==> config.mk <==
export PLATFORM = sky130hd
export DESIGN_NAME = rshe_isqrt
export DESIGN_NICKNAME = d
export VERILOG_FILES = /design/src/assert_macros.svh /design/src/rshe_isqrt.sv
export SDC_FILE = /design/constraint.sdc
export NUM_CORES = 2
export LEC_CHECK = 0
export ABC_CLOCK_PERIOD_IN_PS = 12800
export BUFFER_PORTS_ARGS = -buffer_cell sky130_fd_sc_hd__buf_2
export CAP_MARGIN = 20
export CORE_AREA = 2 2 475 477
export CTS_BUF_LIST = sky130_fd_sc_hd__clkbuf_4 sky130_fd_sc_hd__clkbuf_8 sky130_fd_sc_hd__clkbuf_16
export CTS_CLUSTER_SIZE = 25
export DETAILED_ROUTE_END_ITERATION = 8
export DIE_AREA = 0 0 477 479
export GPL_TIMING_DRIVEN = 1
export PLACE_DENSITY = 0.79
export SYNTH_ARGS = -nofsm -noshare
export SYNTH_HDL_FRONTEND = slang
export SYNTH_MEMORY_MAX_BITS = 65536
export SYNTH_SLANG_ARGS = --single-unit
==> constraint.sdc <==
create_clock -name clock -period 12.8 [get_ports clock]
set_input_delay 1.28 -clock clock [delete_from_list [all_inputs] [get_ports clock]]
set_output_delay 1.28 -clock clock [all_outputs]
set_load 0.1 [all_outputs]
==> src/assert_macros.svh <==
// Assertion macros shared by the evaluator RTL
`ifndef ASSERT_MACROS_SVH
`define ASSERT_MACROS_SVH

// Clocked property, disabled while reset is high
`define ASSERT_PROP(label, clk, rst, prop, msg) \
   label: assert property (@(posedge clk) disable iff (rst) (prop)) else $error(msg);

// Plain invariant checked at every edge out of reset
`define ASSERT_ALWAYS(label, clk, rst, expr, msg) \
   `ASSERT_PROP(label, clk, rst, expr, msg)

`endif

==> src/rshe_isqrt.sv <==
// Pipelined integer square root, one root bit per register stage
module rshe_isqrt #(
   parameter int ROOT_BITS = 32,
   parameter int SIDE_W    = 8
) (
   input  logic                   clock,
   input  logic                   reset,
   input  logic                   in_valid,
   output logic                   in_ready,
   input  logic [2*ROOT_BITS-1:0] in_rad,
   input  logic [SIDE_W-1:0]      in_side,
   output logic                   out_valid,
   input  logic                   out_ready,
   output logic [ROOT_BITS-1:0]   out_root,
   output logic [SIDE_W-1:0]      out_side
);

   localparam int RADW = 2 * ROOT_BITS;
   localparam int RW   = ROOT_BITS + 2;

   logic [ROOT_BITS-1:0] v_ff;
   logic [ROOT_BITS:0]   rdy;
   logic [ROOT_BITS-1:0] rem_ff  [ROOT_BITS];
   logic [ROOT_BITS-1:0] root_ff [ROOT_BITS];
   logic [RADW-1:0]      rad_ff  [ROOT_BITS];
   logic [SIDE_W-1:0]    side_ff [ROOT_BITS];

   assign rdy[ROOT_BITS] = out_ready;

   for (genvar j = 0; j < ROOT_BITS; j++) begin : g_stage
      logic                 v_prev;
      logic [ROOT_BITS-1:0] rem_prev;
      logic [ROOT_BITS-1:0] root_prev;
      logic [RADW-1:0]      rad_prev;
      logic [SIDE_W-1:0]    side_prev;
      logic [RW-1:0]        cur;
      logic [RW-1:0]        trial;
      logic                 ge;
      logic [ROOT_BITS-1:0] rem_in;
      logic [ROOT_BITS-1:0] root_in;

      if (j == 0) begin : g_first
         assign v_prev    = in_valid;
         assign rem_prev  = '0;
         assign root_prev = '0;
         assign rad_prev  = in_rad;
         assign side_prev = in_side;
      end else begin : g_next
         assign v_prev    = v_ff[j-1];
         assign rem_prev  = rem_ff[j-1];
         assign root_prev = root_ff[j-1];
         assign rad_prev  = rad_ff[j-1];
         assign side_prev = side_ff[j-1];
      end

      // bring down two radicand bits, try root*4+1
      always_comb begin
         cur     = {rem_prev, rad_prev[RADW-1 -: 2]};
         trial   = {root_prev, 2'b01};
         ge      = (cur >= trial);
         rem_in  = ge ? ROOT_BITS'(cur - trial) : ROOT_BITS'(cur);
         root_in = {root_prev[ROOT_BITS-2:0], ge};
      end

      assign rdy[j] = !v_ff[j] || rdy[j+1];

      always_ff @(posedge clock) begin
         if (reset) begin
            v_ff[j] <= 1'b0;
         end else if (rdy[j]) begin
            v_ff[j] <= v_prev;
         end
      end

      always_ff @(posedge clock) begin
         if (rdy[j]) begin
            rem_ff[j]  <= rem_in;
            root_ff[j] <= root_in;
            rad_ff[j]  <= rad_prev << 2;
            side_ff[j] <= side_prev;
         end
      end
   end

   assign in_ready  = rdy[0];
   assign out_valid = v_ff[ROOT_BITS-1];
   assign out_root  = root_ff[ROOT_BITS-1];
   assign out_side  = side_ff[ROOT_BITS-1];

endmodule

==> impl_metrics.yaml <==
synthesis:
  ys_ff_latch: 2754
  synth_seq_area_share_pct: 67.4
  syn_area_per_cell_sq_um: 13.5
  syn_nets: 9700
  syn-cell-area_sq_um: 122000
  synth_flop_cell: "edfxtp_1"
  synth-warning-count: 0
  synthArstFlopShare_pct: 0
  synth_edf_count: 2722
  synth.distinct_cells: 95
  syn_inst: 9063
floorplan:
  dieArea_sq_um: 228000
  fp.coreArea_sq_um: 224000
  dieWidth_microns: 477
  die_h_microns: 479
  initial_core_util_pct: 54.7
  io_pins: 118
  std_cell_rows: 174
grt:
  grt_max_degree: 97
  grtUsageMet2_pct: 37.4
  grt_pass1_wl_microns: 389000
  grt_use_met1_pct: 26.5
  grt_pass1_vias: 72700
  use_met3_pct: 3.20
  antenna_found_initial: 4
  track_usage_pct: 21.2
  globalRouteOverflowTotal: 0
  busiest_layer: "met2"
sta:
  drv_slew: 0
  layout_min_cycle_time_ps: 8130
  timing.final.ws_setup_ps: 4670
  fmax_ghz: 0.123
  skew_ps: 91.4
  hold_viol: 0
  rsz0062_at_grt: "false"
  max_slew_margin_pct: 24.4
  setup_tns_ps: 0
  worst_pin_slew_ps: 1130
  setup_viol: 0
  finalCritPeriodShare_pct: 63.5
cts:
  cts_tree: "yes"
  post-cts-setup-buffers: 0
  clk_pin_slew_worst_paths_ps: 60
  clock-sinks: 2754
  clockBufferDepth: 4
  ctsRootBufferMaster: "clkbuf_16"
  clk_latency_ps: 970
  ctsResizeCount: 0
  cts_hold_buf: 0
  htreeDepth: 5
  cts_buffers: 294
layout:
  final_common_cell: "edfxtp_1"
  final_cell_mix: "edfxtp_1, inv_1, nand2_1"
  drive_above_1_share_pct: 8.48
  num-fill-cells: 16100
  final_cells: 12600
  final_nets: 10000
  area_delta_synth_final_pct: 11.5
detailed_routing:
  route.detailed.drc: 0
  vias_per_cell: 5.74
  via_count: 72400
  routed_wl_microns: 246000
  ant_nets: 0
  first_pass_iters: 6
  routedWlPerCell_microns: 19.5
  drtIter0Drc: 6132
critical_path:
  setup.worst_path.start_class: "primary input"
  arrival_ps: 6850
  crit_required_ps: 11520
  critPathMaxFanout: 42
  critPathKind: "primary input to output port"
  endpoint_kind: "output port"
placed_design:
  dp_hpwl_microns: 170000
  gp_congestion: 0.921
  dp.cells: 12100
  post-place-ws_ps: 4820
  numPortBuffers: 117
power_and_ir_drop:
  p_leak_uw: 0.0555
  vdd.ir_drop.worst_mv: 0.223
  power.density_nw_per_um2: 179
  totalPowerFinal_uw: 24300
job:
  cap_violations: 0
status:
  status: "finished clean"
worst_hold_path:
  hold_path.class: "flip-flop to flip-flop"
[cell usage after synthesis (all sizes together), types with 72 or more instances]
| cell | number | area, sq um |
|---|---|---|
| edfxtp | 2722 | 81700 |
| inv | 749 | 2810 |
| nand2 | 612 | 2300 |
| nor2 | 568 | 2130 |
| ha | 561 | 7020 |
| a21oi | 518 | 2600 |
| o21ai | 474 | 2370 |
| xnor2 | 394 | 3460 |
| xor2 | 358 | 3140 |
| nor3 | 212 | 1070 |
| a21o | 178 | 1340 |
| nand3 | 154 | 776 |
| nand2b | 134 | 838 |
| o21a | 118 | 886 |
| clkbuf | 115 | 432 |
| nor4 | 97 | 634 |
| or3 | 91 | 569 |
| nand4 | 89 | 557 |
| nor2b | 72 | 450 |
[worst max-delay path, stage by stage]
cell and delay (ps):
buf_2 100, nor2b_1 380, inv_2 480, nor3_1 730
nand4_1 310, buf_4 320, nor3_1 730, and3_1 440
and3_1 420, nand3_4 480, nor2_1 700, nand3_4 130
buf_2 320
[registers in the layout (all words and copies together), names as in the netlist]
register,flops
rad_ff,992
rem_ff,946
root_ff,528
side_ff,256
g_stage.v_prev,31
out_valid,1
[final timing paths]
path | start | to | slack (ps) | cells after the start
max | out_ready | in_ready | 4670 | 13
min | rad_ff[0][269] | rad_ff[0][333] | 350 | 0
max reg2reg | out_valid | rem_ff[0][93] | 6090 | 13
min reg2reg | rad_ff[0][269] | rad_ff[0][333] | 350 | 0
[per-stage QoR]
| stage | util, % | cell area, sq um | hold slack (ps) |
|---|---|---|---|
| 6_report | 61.0 | 136000 | 354 |
| 5_1_grt | 61.0 | 136000 | 385 |
| 4_1_cts | 60.8 | 136000 | 357 |
| 3_5_place_dp | 56.7 | 127000 | 405 |
| 3_3_place_gp | 56.6 | 127000 | 400 |
| 2_1_floorplan | - | 122000 | 400 |
[power by group]
part / switching (uW) / leakage (uW) / internal (uW)
logic: 2050 / 0.0230 / 1500
clock network: 3410 / 0.00465 / 4850
registers: 968 / 0.0278 / 11600
[metal layers]
layer	routed length, microns	vias up
met1	98700	35200
met3	13500	590
li1	-	34200
met4	8060	2
met5	13	-
met2	126000	2472
[final cells by class]
class / count / area, sq um / area share [%]
antenna: 2 / 5.00 / 0.00367
clock buffer: 359 / 8020 / 5.89
clock inverter: 153 / 1290 / 0.946
inverter: 754 / 2840 / 2.08
multi-input combinational: 5419 / 36700 / 26.9
sequential: 2754 / 82400 / 60.4
tap: 2992 / 3740 / 2.75
timing repair buffer: 182 / 1320 / 0.968
[kinds of logic after synthesis]
group	synth area share [%]
buf+inv	2.75
xor+xnor	5.39
flops	67.4
mux	0.592
fa+ha+maj	5.74
simple gates	9.42
compound gates	8.70
other cells	0.00307
Power figures use the tool's default switching activity.
